===== config.mk =====
export PLATFORM = sky130hd
export DESIGN_NAME = multi_channel_release_timer
export DESIGN_NICKNAME = d
export VERILOG_FILES = /design/src/hw/rtl/mcrt_pkg.sv /design/src/hw/rtl/mcrt_channel.sv /design/src/hw/rtl/multi_channel_release_timer.sv
export VERILOG_INCLUDE_DIRS = /design/src /design/src/hw/rtl
export SDC_FILE = /design/constraint.sdc
export NUM_CORES = 1
export LEC_CHECK = 0
export BUFFER_PORTS_ARGS = -buffer_cell sky130_fd_sc_hd__clkbuf_2
export CORE_AREA = 3 3 253 255
export CTS_CLUSTER_DIAMETER = 100
export DETAILED_ROUTE_END_ITERATION = 8
export DIE_AREA = 0 0 256 258
export PLACE_DENSITY_LB_ADDON = 0.12
export SETUP_SLACK_MARGIN = 0.1
export SYNTH_ARGS = -nofsm -noshare
export SYNTH_HDL_FRONTEND = slang
export SYNTH_SLANG_ARGS = --single-unit

===== constraint.sdc =====
create_clock -name clk_i -period 10.21 [get_ports clk_i]
set_input_delay 1.021 -clock clk_i [delete_from_list [all_inputs] [get_ports clk_i]]
set_output_delay 1.021 -clock clk_i [all_outputs]
set_load 0.05 [all_outputs]

===== src/hw/rtl/multi_channel_release_timer_defines.svh =====
// Assertion macros used by the release timer channel RTL.
`ifndef MULTI_CHANNEL_RELEASE_TIMER_DEFINES_SVH
`define MULTI_CHANNEL_RELEASE_TIMER_DEFINES_SVH

`ifndef ASSERT_OFF

// prop must hold at every clock edge outside reset
`define MCRT_ASSERT(lbl, clk, rst_n, prop) \
  lbl: assert property (@(posedge clk) disable iff (!rst_n) (prop)) \
    else $error("mcrt assertion failed");

// cond must never be seen outside reset
`define MCRT_NEVER(lbl, clk, rst_n, cond) \
  lbl: assert property (@(posedge clk) disable iff (!rst_n) !(cond)) \
    else $error("mcrt forbidden condition seen");

`else

`define MCRT_ASSERT(lbl, clk, rst_n, prop)
`define MCRT_NEVER(lbl, clk, rst_n, cond)

`endif

`endif


===== src/hw/rtl/mcrt_pkg.sv =====
// Types and constants of the multi-channel release timer.
package mcrt_pkg;

  localparam int unsigned DURATION_WIDTH = 32;
  localparam int unsigned HOLD_W         = 16;
  localparam int unsigned TIME_W         = 32;
  localparam int unsigned NUM_CH         = 3;
  localparam int unsigned APB_ADDR_W     = 4;
  localparam int unsigned APB_DATA_W     = 32;

  localparam logic [HOLD_W-1:0] SWITCH_HOLD_RESET = 16'd500;
  localparam logic [HOLD_W-1:0] RING_HOLD_RESET   = 16'd3000;
  localparam logic [HOLD_W-1:0] MOTION_HOLD_RESET = 16'd200;

  // register index, byte address is 4 * index
  typedef enum logic [1:0] {
    REG_SWITCH_HOLD = 2'd0,
    REG_RING_HOLD   = 2'd1,
    REG_MOTION_HOLD = 2'd2
  } mcrt_reg_e;

  localparam int unsigned CH_SWITCH = 0;
  localparam int unsigned CH_RING   = 1;
  localparam int unsigned CH_MOTION = 2;

  typedef struct packed {
    logic accept;
    logic start;
    logic level;
  } chan_ctrl_t;

  typedef struct packed {
    logic                      ended;
    logic                      active;
    logic [DURATION_WIDTH-1:0] duration;
  } chan_stat_t;

endpackage


===== src/hw/rtl/mcrt_channel.sv =====
// One release channel: arm, duration count, hold count and end detection.
`include "multi_channel_release_timer_defines.svh"

module mcrt_channel (
  input  logic                          clk_i,
  input  logic                          rst_ni,
  input  mcrt_pkg::chan_ctrl_t          ctrl_i,
  input  logic [mcrt_pkg::HOLD_W-1:0]   hold_ticks_i,
  output mcrt_pkg::chan_stat_t          stat_o
);
  import mcrt_pkg::*;

  logic                      active_q, active_d;
  logic [HOLD_W-1:0]         hold_q, hold_d;
  logic [DURATION_WIDTH-1:0] dur_q, dur_d;
  logic                      ended;

  logic                      armed;
  logic [HOLD_W-1:0]         hold_inc;
  logic [DURATION_WIDTH-1:0] dur_inc;

  always_comb begin
    armed    = active_q | ctrl_i.start;
    dur_inc  = (ctrl_i.start ? '0 : dur_q) + DURATION_WIDTH'(1);
    hold_inc = (ctrl_i.start ? '0 : hold_q) + HOLD_W'(1);
    active_d = active_q;
    hold_d   = hold_q;
    dur_d    = dur_q;
    ended    = 1'b0;
    if (armed) begin
      active_d = 1'b1;
      dur_d    = dur_inc;
      if (ctrl_i.level) begin
        hold_d = '0;
      end else if (hold_inc == hold_ticks_i) begin
        // released: drop the trailing hold from the duration
        active_d = 1'b0;
        hold_d   = '0;
        dur_d    = dur_inc - DURATION_WIDTH'(hold_ticks_i);
        ended    = 1'b1;
      end else begin
        hold_d = hold_inc;
      end
    end
  end

  always_ff @(posedge clk_i or negedge rst_ni) begin
    if (!rst_ni) begin
      active_q <= 1'b0;
      hold_q   <= '0;
      dur_q    <= '0;
    end else if (ctrl_i.accept) begin
      active_q <= active_d;
      hold_q   <= hold_d;
      dur_q    <= dur_d;
    end
  end

  assign stat_o.ended    = ended;
  assign stat_o.active   = active_d;
  assign stat_o.duration = dur_d;

  `MCRT_NEVER(a_idle_hold_zero, clk_i, rst_ni, !active_q && (hold_q != '0))
  `MCRT_ASSERT(a_end_needs_absent, clk_i, rst_ni, ended |-> (armed && !ctrl_i.level))
  `MCRT_ASSERT(a_end_disarms, clk_i, rst_ni, (ctrl_i.accept && ended) |=> !active_q)
  `MCRT_ASSERT(a_level_clears_hold, clk_i, rst_ni,
               (ctrl_i.accept && armed && ctrl_i.level) |=> (active_q && (hold_q == '0)))

endmodule


===== src/hw/rtl/multi_channel_release_timer.sv =====
// Top level of the multi-channel release timer.
//
//   channel | direction | handshake                  | payload
//   --------+-----------+----------------------------+----------------------------------
//   in      | to block  | in_valid_i / in_stall_o    | levels, starts, buzzer/siren time
//   out     | from block| out_valid_o / out_stall_i  | end events, durations, flags, millis
//   cfg     | to block  | APB psel/penable/pready    | three 16-bit hold registers
//
// One tick per cycle unless the input stalls; the update is combinational
// from the input ports and state registers into the result register.
// The input stalls only while a result waits and the output stalls.
// Reset clears all counters and loads the hold registers with defaults;
// there is no clearing pass.

module multi_channel_release_timer (
  input  logic                              clk_i,
  input  logic                              rst_ni,
  // input tick
  input  logic                              in_valid_i,
  output logic                              in_stall_o,
  input  logic                              switch_level_i,
  input  logic                              ring_level_i,
  input  logic                              motion_level_i,
  input  logic                              switch_start_i,
  input  logic                              ring_start_i,
  input  logic                              motion_start_i,
  input  logic                              buzzer_start_i,
  input  logic signed [mcrt_pkg::TIME_W-1:0] buzzer_time_i,
  input  logic                              siren_start_i,
  input  logic signed [mcrt_pkg::TIME_W-1:0] siren_time_i,
  // result
  output logic                              out_valid_o,
  input  logic                              out_stall_i,
  output logic [2:0]                        end_events_o,
  output logic [31:0]                       switch_duration_o,
  output logic [31:0]                       ring_elapsed_o,
  output logic [31:0]                       motion_duration_o,
  output logic [4:0]                        active_flags_o,
  output logic [31:0]                       millis_o,
  // configuration
  input  logic                              psel,
  input  logic                              penable,
  input  logic                              pwrite,
  input  logic [mcrt_pkg::APB_ADDR_W-1:0]   paddr,
  input  logic [mcrt_pkg::APB_DATA_W-1:0]   pwdata,
  output logic [mcrt_pkg::APB_DATA_W-1:0]   prdata,
  output logic                              pready
);
  import mcrt_pkg::*;

  typedef struct packed {
    logic              on;
    logic [TIME_W-1:0] left;
  } timer_t;

  function automatic timer_t step_timer(timer_t t);
    timer_t r;
    r = t;
    if (t.on && !t.left[TIME_W-1]) begin
      r.left = t.left - TIME_W'(1);
      if ((r.left == '0) || r.left[TIME_W-1]) begin
        r.on = 1'b0;
      end
    end
    return r;
  endfunction

  logic              accept;
  logic              cfg_we;
  mcrt_reg_e         cfg_idx;
  logic [HOLD_W-1:0] hold_q [NUM_CH];

  logic [31:0]       tick_q, tick_d;
  timer_t            buzzer_q, buzzer_d, siren_q, siren_d;
  timer_t            buzzer_pre, siren_pre;

  chan_ctrl_t        ctrl [NUM_CH];
  chan_stat_t        stat [NUM_CH];
  logic [NUM_CH-1:0] starts, levels;

  logic              out_valid_q;
  logic [2:0]        end_events_q;
  logic [31:0]       switch_dur_q, ring_dur_q, motion_dur_q, millis_q;
  logic [4:0]        flags_q;

  assign in_stall_o = out_valid_q & out_stall_i;
  assign accept     = in_valid_i & ~in_stall_o;

  // configuration port
  assign pready  = 1'b1;
  assign cfg_we  = psel & penable & pwrite & pready;
  assign cfg_idx = mcrt_reg_e'(paddr[3:2]);

  always_ff @(posedge clk_i or negedge rst_ni) begin
    if (!rst_ni) begin
      hold_q[CH_SWITCH] <= SWITCH_HOLD_RESET;
      hold_q[CH_RING]   <= RING_HOLD_RESET;
      hold_q[CH_MOTION] <= MOTION_HOLD_RESET;
    end else if (cfg_we) begin
      case (cfg_idx)
        REG_SWITCH_HOLD: hold_q[CH_SWITCH] <= pwdata[HOLD_W-1:0];
        REG_RING_HOLD:   hold_q[CH_RING]   <= pwdata[HOLD_W-1:0];
        REG_MOTION_HOLD: hold_q[CH_MOTION] <= pwdata[HOLD_W-1:0];
        default: ;
      endcase
    end
  end

  always_comb begin
    case (cfg_idx)
      REG_SWITCH_HOLD: prdata = APB_DATA_W'(hold_q[CH_SWITCH]);
      REG_RING_HOLD:   prdata = APB_DATA_W'(hold_q[CH_RING]);
      REG_MOTION_HOLD: prdata = APB_DATA_W'(hold_q[CH_MOTION]);
      default:         prdata = '0;
    endcase
  end

  // channels
  assign starts = {motion_start_i, ring_start_i, switch_start_i};
  assign levels = {motion_level_i, ring_level_i, switch_level_i};

  for (genvar c = 0; c < NUM_CH; c++) begin : g_chan
    assign ctrl[c].accept = accept;
    assign ctrl[c].start  = starts[c];
    assign ctrl[c].level  = levels[c];

    mcrt_channel u_chan (
      .clk_i        (clk_i),
      .rst_ni       (rst_ni),
      .ctrl_i       (ctrl[c]),
      .hold_ticks_i (hold_q[c]),
      .stat_o       (stat[c])
    );
  end

  // millis, buzzer and siren
  always_comb begin
    tick_d     = tick_q + 32'd1;
    buzzer_pre = buzzer_q;
    if (buzzer_start_i) begin
      buzzer_pre.on   = 1'b1;
      buzzer_pre.left = buzzer_time_i;
    end
    // motion release silences the buzzer, remaining time is kept
    if (stat[CH_MOTION].ended) begin
      buzzer_pre.on = 1'b0;
    end
    siren_pre = siren_q;
    if (siren_start_i) begin
      siren_pre.on   = 1'b1;
      siren_pre.left = siren_time_i;
    end
    buzzer_d = step_timer(buzzer_pre);
    siren_d  = step_timer(siren_pre);
  end

  always_ff @(posedge clk_i or negedge rst_ni) begin
    if (!rst_ni) begin
      tick_q   <= '0;
      buzzer_q <= '0;
      siren_q  <= '0;
    end else if (accept) begin
      tick_q   <= tick_d;
      buzzer_q <= buzzer_d;
      siren_q  <= siren_d;
    end
  end

  // result register
  always_ff @(posedge clk_i or negedge rst_ni) begin
    if (!rst_ni) begin
      out_valid_q <= 1'b0;
    end else if (accept) begin
      out_valid_q <= 1'b1;
    end else if (!out_stall_i) begin
      out_valid_q <= 1'b0;
    end
  end

  always_ff @(posedge clk_i) begin
    if (accept) begin
      end_events_q <= {stat[CH_MOTION].ended, stat[CH_RING].ended, stat[CH_SWITCH].ended};
      switch_dur_q <= 32'(stat[CH_SWITCH].duration);
      ring_dur_q   <= 32'(stat[CH_RING].duration);
      motion_dur_q <= 32'(stat[CH_MOTION].duration);
      flags_q      <= {siren_d.on, buzzer_d.on, stat[CH_MOTION].active,
                       stat[CH_RING].active, stat[CH_SWITCH].active};
      millis_q     <= tick_d;
    end
  end

  assign out_valid_o       = out_valid_q;
  assign end_events_o      = end_events_q;
  assign switch_duration_o = switch_dur_q;
  assign ring_elapsed_o    = ring_dur_q;
  assign motion_duration_o = motion_dur_q;
  assign active_flags_o    = flags_q;
  assign millis_o          = millis_q;

endmodule


==> impl_results.md, run 1 <==
* Total setup buffers inserted after CTS at 0
* Setup_tns at 0 ns
* Max Cap Viol at 0
* Pleak at 13.8 nW
* Wire length of the first global-routing pass at 141,000 microns
* DP Wirelength at 64,100 microns
* FMAX at 175 MHz
* R2R Path Start: g_chan[1].u_chan.dur_q[0]$_DFFE_PN0P_
* Final antenna-violating net count at 0
* Data required, critical path at 10.64 ns
* IO buf count at 250
* Number of global-route vias before repair at 25.3k
* Primary FF master, synth: dfrtp_1
* Post-Place Cell Area at 0.0326 sq mm
* CTS tree: done
* Register bit total from synthesis at 430
* Slew Viols, Final at 0
* Final nets at 3,960
* Met1 Usage GRT at 37.6%
* P_sw at 0.00192 W
* Sequential share of power at 39.2%
* CTS Buf Count at 52
* WP data arrival at 6.15 ns
* Fill cells at 5,743
* Clock share of power at 36.0%
* Critical path class: input port to flop
* Dpl ws at 3.91 ns
* Core area at 0.0618 sq mm
* Tcrit/Tclk final at 56.0%
* CP Depth at 15
* Die Wd at 256 microns
* Initial antenna violation count at 1
* Outcome: finished clean
* Min-delay worst type: input port to async pin
* Most instantiated library cell after synthesis: nand2_1
* Cts hold-fix bufs at 0
* Clock Path Buffers at 3
* Seq/Total Area, Yosys at 37.1%
* VDD IR max at 0.114 mV
* Proportion of layout cells with a drive suffix above 1 at 12.7%
* Crit-path slowest cell: buf_4
* H-tree depth at 2
* Final setup skew at 0.0238 ns
* Ys async rst share at 68.4%
* Count of flip-flops with a built-in enable after synthesis at 136
* Layout area overhead at 11.6%
* # clock sinks at 430
* Endpoints failing setup at 0
* Element type at the critical path end: flop
* Worst setup SP type: input port
* DIE AREA at 0.0660 sq mm
* PostCTS Resize Cnt at 0
* Setup WS post-layout at 4.49 ns
* Starting Density at 50.0%
* Cell mode on critical path: o211ai_1
* P_int at 0.00369 W
* 1st-pass router iterations at 5
* Die Y at 258 microns
* CTS Root Cell: clkbuf_16
* Gpl congestion at 0.950
* Post-route cell area at 0.0345 sq mm
* Worst Path Max Fanout at 63
* Routed vias/inst at 5.89
* Setup crit start: switch_start_i
* DRT iter0 DRCs at 2,292
* Net Sw Frac at 34.2%
* R2R cell count at 17
* Largest net degree at the start of global routing at 164
* Post-synth top cells: nand2_1 (430), nor2_1 (336), o21ai_0 (286)
* Ports at 286
* Row count at 91
* All-layer global routing usage at 26.2%
* Mapped Cells at 3,656
* Via count at 27.5k
* Fin crit period at 5.72 ns
* Syn Area/Cell at 8.46 sq um
* Met3 GRT Util at 3.49%
* Area leader, netlist: dfrtp_1
* Cell Pwr Density at 162 mW/mm^2
* Clk slew on worst S/H paths at 0.06 ns
* Met2 capacity usage during global routing at 41.6%
* CP delay by family, top: simple AND/OR/NAND/NOR gates
* Synth top area cells: dfrtp_1 (22%), edfxtp_1 (13%), xnor2_1 (5.4%), nand2_1 (5.2%), o21ai_0 (4.6%)
* Final Core Density at 55.8%
* Critical path, cell by cell: clkbuf_2 > buf_4 > clkinv_1 > nand2_1 > xnor2_1 > ha_1 > o21a_1 > o31a_1 > o311a_1 > o211ai_1 > a21oi_1 > or4_1 > or3_1 > or4b_1 > o211ai_1
* Worst hold margin at 0.402 ns
* Synth top area share at 22.5%
* Relative slew slack at 21.1%
* Buf/Inv on CP at 3
* Unrepaired setup endpoints after global routing: false
* Post-synth cell types at 103
* Total Wirelength at 89,100 microns
* Worst Max-Slew Pin Slew at 1.18 ns
* CP peak stage delay at 0.63 ns
* Worst-Skew Late Latency at 0.61 ns
* Final Hold Fails at 0
* Routed WL per cell at 19.1 microns
* GRT busiest layer: met2
* GR Overflow Total at 0
* Synthesis Warnings at 0
* Mapped cell area at 0.0309 sq mm
* Comb power frac at 24.8%
* Residual DRC at 0
-- logic make-up (layout without fill, tap and decap cells) --
group                      count (synthesis)  in the layout  synth area share (%)
and+or+nand+nor                         1573           1573                  25.7
xor gates and xnor gates                 324            324                  9.40
adders and majority gates                 62             62                  2.58
muxes                                    145            145                  4.84
AOI/OAI and AO/OA                        790            790                  16.0
DFF                                      430            430                  37.1
other                                      2             21                0.0243
buffers and inverters                    330            485                  4.38
-- flip-flops by register name, indices dropped and copies added, names as in the netlist, 3 cells and up --
name / flops
motion_duration_o: 32
active_flags_o: 5
end_events_o: 3
g_chan.u_chan.active_q: 3
buzzer_q: 33
siren_q: 33
millis_o: 32
g_chan.u_chan.dur_q: 96
switch_duration_o: 32
ring_elapsed_o: 32
tick_q: 32
hold_q: 48
g_chan.u_chan.hold_q: 48
-- power by group through the flow --
stage,clock network (W),logic [W],registers (W)
6_report,0.00202,0.00139,0.00220
5_1_grt,0.00214,0.00153,0.00222
4_1_cts,0.00207,0.00139,0.00219
3_5_place_dp,0,0.00139,0.00222
3_3_place_gp,0,0.00137,0.00222
2_1_floorplan,0,0.000901,0.00230
-- path summary, 6_finish.rpt --
path / endpoint / slack [ns]
setup reg to reg: ring_elapsed_o[31]$_DFFE_PP_ / 4.83
max in group asynchronous: g_chan[0].u_chan.dur_q[18]$_DFFE_PN0P_ / 8.41
min in group clk_i: siren_q[13]$_DFFE_PN0P_ / 0.48
setup / recovery: switch_duration_o[31]$_DFFE_PP_ / 4.49
hold reg to reg: siren_q[13]$_DFFE_PN0P_ / 0.48
hold / removal: g_chan[1].u_chan.dur_q[29]$_DFFE_PN0P_ / 0.40
-- routing by layer --
metal / wire length, microns / part of all wire, % / vias up
met5: 0 / 0 / -
met4: 2430 / 2.7 / 0
met3: 5360 / 6.0 / 136
met2: 40500 / 46 / 787
met1: 40800 / 46 / 13100
li1: - / - / 13500
-- per-stage QoR --
| step | power [W] | cells |
|---|---|---|
| 3_3_place_gp | 0.00359 | 4566 |
| 4_1_cts | 0.00565 | 4663 |
| 6_report | 0.00561 | 4667 |
| 2_1_floorplan | 0.00320 | 3671 |
| 3_5_place_dp | 0.00361 | 4566 |
| 5_1_grt | 0.00589 | 4663 |
-- placed cells by master (no fill, tap or decap), types with 75 or more instances in the layout --
cell      count
xnor2_1     190
nor2b_1      76
dfrtp_1     278
edfxtp_1    136
mux2i_1     108
nor3_1      129
xor2_1      129
nor4_1       75
a21oi_1     183
inv_1        99
nand4_1      84
clkbuf_2    247
nand2_1     426
o21ai_0     286
nand3_1     132
nor2_1      335
-- layout make-up --
cell class	count	area [sq um]	area share, %
clock buffers	59	1340	3.88
well taps	837	1050	3.03
multi-input cells	2911	18200	52.7
diodes	4	10.0	0.0290
inverters	101	387	1.12
repair buffers	287	1560	4.51
clock inverters	38	514	1.49
flip-flops and latches	430	11500	33.2
(Power assumes the default switching activity.)
==> inputs of run 2 (changes only) <==
Clock period 10.21 ns to 4.8 ns, I/O delays scaled along.
==> impl_results.md, run 2 (same netlist as run 1, synthesis figures left out) <==
* Cell Pwr Density at 335 mW/mm^2
* CP peak stage delay at 0.52 ns
* FMAX at 227 MHz
* Setup_tns at 0 ns
* Pleak at 14.0 nW
* Number of global-route vias before repair at 25.7k
* Core area at 0.0618 sq mm
* Worst-Skew Late Latency at 0.61 ns
* Data required, critical path at 5.24 ns
* GR Overflow Total at 0
* Unrepaired setup endpoints after global routing: false
* Multi-input gate area at 0.0184 sq mm
* Final setup skew at 0.0297 ns
* Biggest regs: g_chan.u_chan.dur_q (96), g_chan.u_chan.hold_q (48), hold_q (48)
* DIE AREA at 0.0660 sq mm
* Worst setup SP type: flop
* Worst Path Max Fanout at 7
* Total setup buffers inserted after CTS at 0
* Proportion of layout cells with a drive suffix above 1 at 14.3%
* CP delay by family, top: simple AND/OR/NAND/NOR gates
* Worst Max-Slew Pin Slew at 1.13 ns
* Total Wirelength at 88,800 microns
* Tcrit/Tclk final at 91.9%
* Relative slew slack at 24.2%
* Via count at 27.8k
* Buf/Inv on CP at 0
* Total chip power at 0.0117 W
* CTS tree: done
* Element type at the critical path end: flop
* Die Y at 258 microns
* Initial antenna violation count at 2
* H-tree depth at 2
* Final nets at 4,003
* Starting Density at 50.0%
* Routed vias/inst at 5.90
* Outcome: finished clean
* Largest Register: g_chan.u_chan.dur_q
* Clock Path Buffers at 3
* Critical path, cell by cell: nor2b_1 > ha_2 > and3b_1 > and2_4 > nand3_2 > or3_1 > a21oi_2 > ha_4 > a21oi_2 > nor2b_1 > o21ai_1 > nand2b_1 > a21o_1 > or4_4 > or3_4 > or4b_1 > o211ai_1
* Wire length of the first global-routing pass at 141,000 microns
* Min-delay worst type: input port to flop
* Fin crit period at 4.41 ns
* Row count at 91
* Crit-path slowest cell: or4b_1
* Clk slew on worst S/H paths at 0.06 ns
* DP Wirelength at 64,900 microns
* Final Core Density at 56.5%
* Die Wd at 256 microns
* Most frequent cells in the layout: nand2_1 (426), nor2_1 (334), o21ai_0 (284)
* DRT iter0 DRCs at 2,184
* Endpoints failing setup at 0
* Fill cells at 5,715
* CTS Buf Count at 50
* Slew Viols, Final at 0
* Commonest non-fill, non-tap cell in the layout: nand2_1
* 1st-pass router iterations at 6
* Largest net degree at the start of global routing at 80
* CTS Root Cell: clkbuf_16
* Final antenna-violating net count at 0
* Max Cap Viol at 0
* Largest register FFs at 96
* Storage cell area at 0.0115 sq mm
* Critical path class: flop to flop
* IO buf count at 250
* Ports at 286
* Residual DRC at 0
* VDD IR max at 0.244 mV
* Layout area overhead at 12.9%
* Gpl congestion at 0.933
* Final Hold Fails at 0
* Routed WL per cell at 18.9 microns
* # clock sinks at 430
* WP data arrival at 4.85 ns
* All-layer global routing usage at 26.1%
==> run 2: worst paths after layout <==
check | from | to | slack (ns) | depth (start not counted)
max | g_chan[0].u_chan.dur_q[0]$_DFFE_PN0P_ | switch_duration_o[31]$_DFFE_PP_ | 0.39 | 17
min | pwdata[4] | hold_q[36]$_DFFE_PN1P_ | 0.11 | 3
max reg2reg | g_chan[0].u_chan.dur_q[0]$_DFFE_PN0P_ | switch_duration_o[31]$_DFFE_PP_ | 0.39 | 17
min reg2reg | siren_q[13]$_DFFE_PN0P_ | siren_q[13]$_DFFE_PN0P_ | 0.47 | 2
max in group asynchronous | rst_ni | g_chan[1].u_chan.hold_q[10]$_DFFE_PN0P_ | 3.22 | 3
min in group asynchronous | rst_ni | siren_q[16]$_DFFE_PN0P_ | 0.45 | 2
==> run 2: worst reg2reg max path: cells and delay by family (launching register included) <==
kind | cells | cell delay (ns)
AND/OR/NAND/NOR | 10 | 2.56
adder cells (fa/ha/maj) | 2 | 0.48
flip-flops | 1 | 0.43
AO/OA/AOI/OAI | 5 | 0.78
==> run 2: report_power, final <==
part           internal (W)  total, W  leakage (nW)  switching (W)
registers           0.00423   0.00467          5.09       0.000437
clock network       0.00237   0.00404         0.847        0.00166
logic               0.00103   0.00298          8.08        0.00195
total               0.00764    0.0117          14.0        0.00404
==> run 2: per-stage QoR <==
step                      worst slack [ns]  hold WS (ns)  area (sq um)  std cells
final                                0.390         0.107         34900       4707
after global routing                 0.106        0.0905         34900       4707
after CTS                            0.325        0.0672         34900       4705
after detailed placement             0.156         0.467         33100       4610
after global placement               0.192         0.459         33100       4610
after floorplan                     -0.425         0.184         31300       3671
==> run 2: metal layers <==
metal	wire length [microns]	GRT usage [%]	share of wire (%)	vias up
met5	0	0	0	-
met4	2530	7.68	2.8	0
met3	5040	3.75	5.7	144
met2	39500	40.8	44	827
met1	41800	37.6	47	13200
li1	-	-	-	13600
==> run 2: layout make-up <==
cell class	instances	share of cell area [%]
sequential	430	32.8
tap	837	3.00
clock buffer	62	4.04
antenna	2	0.0143
inverter	101	1.11
clock inverter	32	0.968
timing repair buffer	332	5.43
multi-input combinational	2911	52.6
==> run 2: what timing repair did <==
item	in CTS	in global routing
setup endpoints to repair	0	4
resized for setup	0	1
endpoints found under the hold margin	74	0
hold buffers	1	0
==> inputs of run 3 (changes only) <==
Settings changed: MAX_ROUTING_LAYER set to met4, RECOVER_POWER set to 25.
==> impl_results.md, run 3 (same netlist as run 1, synthesis figures left out) <==
* Fin crit period at 4.39 ns
* Routed WL per cell at 18.8 microns
* Crit-path slowest cell: or4b_1
* Layout area overhead at 13.1%
* Endpoints failing setup at 0
* Pleak at 14.0 nW
* Worst-Skew Late Latency at 0.61 ns
* Commonest non-fill, non-tap cell in the layout: nand2_1
* CP delay by family, top: simple AND/OR/NAND/NOR gates
* Critical path class: flop to flop
* CTS tree: done
* Buf/Inv on CP at 0
* Clk slew on worst S/H paths at 0.07 ns
* Worst setup SP type: flop
* VDD IR max at 0.324 mV
* Core area at 0.0618 sq mm
* Largest Register: g_chan.u_chan.dur_q
* Gpl congestion at 0.952
* Setup WS post-layout at 0.406 ns
* DRT iter0 DRCs at 1,981
* GR Overflow Total at 0
* Routed vias/inst at 5.89
* Die Wd at 256 microns
* Cell Pwr Density at 340 mW/mm^2
* Largest net degree at the start of global routing at 100
* DIE AREA at 0.0660 sq mm
* Slew Viols, Final at 149
* Data required, critical path at 5.23 ns
* Number of global-route vias before repair at 25.5k
* CTS Buf Count at 50
* Final Hold Fails at 0
* Critical path, cell by cell: nor2b_1 > ha_2 > and3b_1 > and2_4 > nand3_2 > or3_1 > a21oi_2 > ha_4 > a21oi_2 > nor2b_1 > o21ai_1 > nand2b_1 > a21o_1 > or4_4 > or3_4 > or4b_1 > o211ai_1
* # clock sinks at 430
* Placed insts at 4,611
* Max Cap Viol at 2
* Outcome: finished with violations
* 1st-pass router iterations at 5
* CP peak stage delay at 0.51 ns
* Die Y at 258 microns
* Row count at 91
* Setup_tns at 0 ns
* H-tree depth at 2
* CTS Root Cell: clkbuf_16
* Relative slew slack at -53.2%
* Dpl ws at 0.169 ns
* Total setup buffers inserted after CTS at 0
* Largest register FFs at 96
* Residual DRC at 0
* Min-delay worst type: input port to flop
* Wire length of the first global-routing pass at 142,000 microns
* Starting Density at 50.0%
* Post-Place Cell Area at 0.0332 sq mm
* Worst Path Max Fanout at 7
* All-layer global routing usage at 27.0%
* Element type at the critical path end: flop
* Worst Max-Slew Pin Slew at 2.30 ns
* Initial antenna violation count at 4
* Non-filler cells, final at 4,709
* Failing checks: capacitance limit, slew limit
* Via count at 27.7k
* Ports at 286
* Final nets at 4,004
* Final antenna-violating net count at 0
* Proportion of layout cells with a drive suffix above 1 at 14.2%
* Total chip power at 0.0119 W
* Most frequent cells in the layout: nand2_1 (426), nor2_1 (334), o21ai_0 (284)
* Clock Path Buffers at 3
* DP Wirelength at 64,200 microns
* Biggest regs: g_chan.u_chan.dur_q (96), g_chan.u_chan.hold_q (48), hold_q (48)
* WP data arrival at 4.83 ns
* Tcrit/Tclk final at 91.5%
* Unrepaired setup endpoints after global routing: false
* Post-route cell area at 0.0350 sq mm
* FMAX at 228 MHz
* Total Wirelength at 88,300 microns
* IO buf count at 250
* Final setup skew at 0.0340 ns
[run 3: cell count changes in the layout (fill, tap and decap cells not counted), moves of 2 or more]
cell        change
bufinv_16       +4
clkinv_2        -2
clkbuf_8        +2
clkinvlp_4      -3
clkbuf_1        +3
buf_4           -2
clkinv_1        +2
[run 3: worst register-to-register path: cells and delay by family (launching register included)]
kind | cells | cell delay, ns
compound gates | 5 | 0.77
fa+ha+maj | 2 | 0.49
simple gates | 10 | 2.54
flops | 1 | 0.42
[run 3: repair_timing]
item,CTS,global route
endpoints found under the hold margin,82,0
setup endpoints to repair,0,3
hold buffers,1,0
gates resized for setup,0,2
[run 3: routing by layer]
layer	track usage [%]	vias up	wire, microns
met5	-	-	0
met4	7.62	0	2450
met3	3.78	158	5160
met2	40.4	785	39000
met1	38.2	13200	41800
li1	-	13600	-
[run 3: stage by stage]
stage	util, %	hold WS, ns
final	56.6	0.105
after CTS	56.6	0.0765
after global routing	56.6	0.108
after global placement	53.6	0.456
after detailed placement	53.6	0.467
after floorplan	-	0.184
[run 3: power breakdown]
group          leakage, nW  switching (W)  internal, W
Sequential            5.09       0.000435      0.00424
Combinational         8.07        0.00195      0.00103
Clock                0.892        0.00165      0.00258
Total                 14.0        0.00403      0.00784
[run 3: path summary, 6_finish.rpt]
| check | cells after the start | from | to | slack [ns] |
|---|---|---|---|---|
| worst max-delay path | 17 | g_chan[0].u_chan.dur_q[0]$_DFFE_PN0P_ | switch_duration_o[31]$_DFFE_PP_ | 0.41 |
| worst min-delay path | 3 | pwdata[4] | hold_q[36]$_DFFE_PN1P_ | 0.10 |
| worst max register to register | 17 | g_chan[0].u_chan.dur_q[0]$_DFFE_PN0P_ | switch_duration_o[31]$_DFFE_PP_ | 0.41 |
| worst min register to register | 2 | siren_q[13]$_DFFE_PN0P_ | siren_q[13]$_DFFE_PN0P_ | 0.47 |
| max in group asynchronous | 3 | rst_ni | g_chan[2].u_chan.dur_q[31]$_DFFE_PN0P_ | 0.97 |
| min in group asynchronous | 2 | rst_ni | siren_q[17]$_DFFE_PN0P_ | 1.12 |
[run 3: cell type report]
type                       count  area [sq um]
antenna                        3          7.51
fill                        5728         26900
clock buffer                  63          1410
inverter                     101           387
clock inverter                31           418
tap                          837          1050
timing repair buffer         333          1880
multi-input combinational   2911         18300
sequential                   430         11500
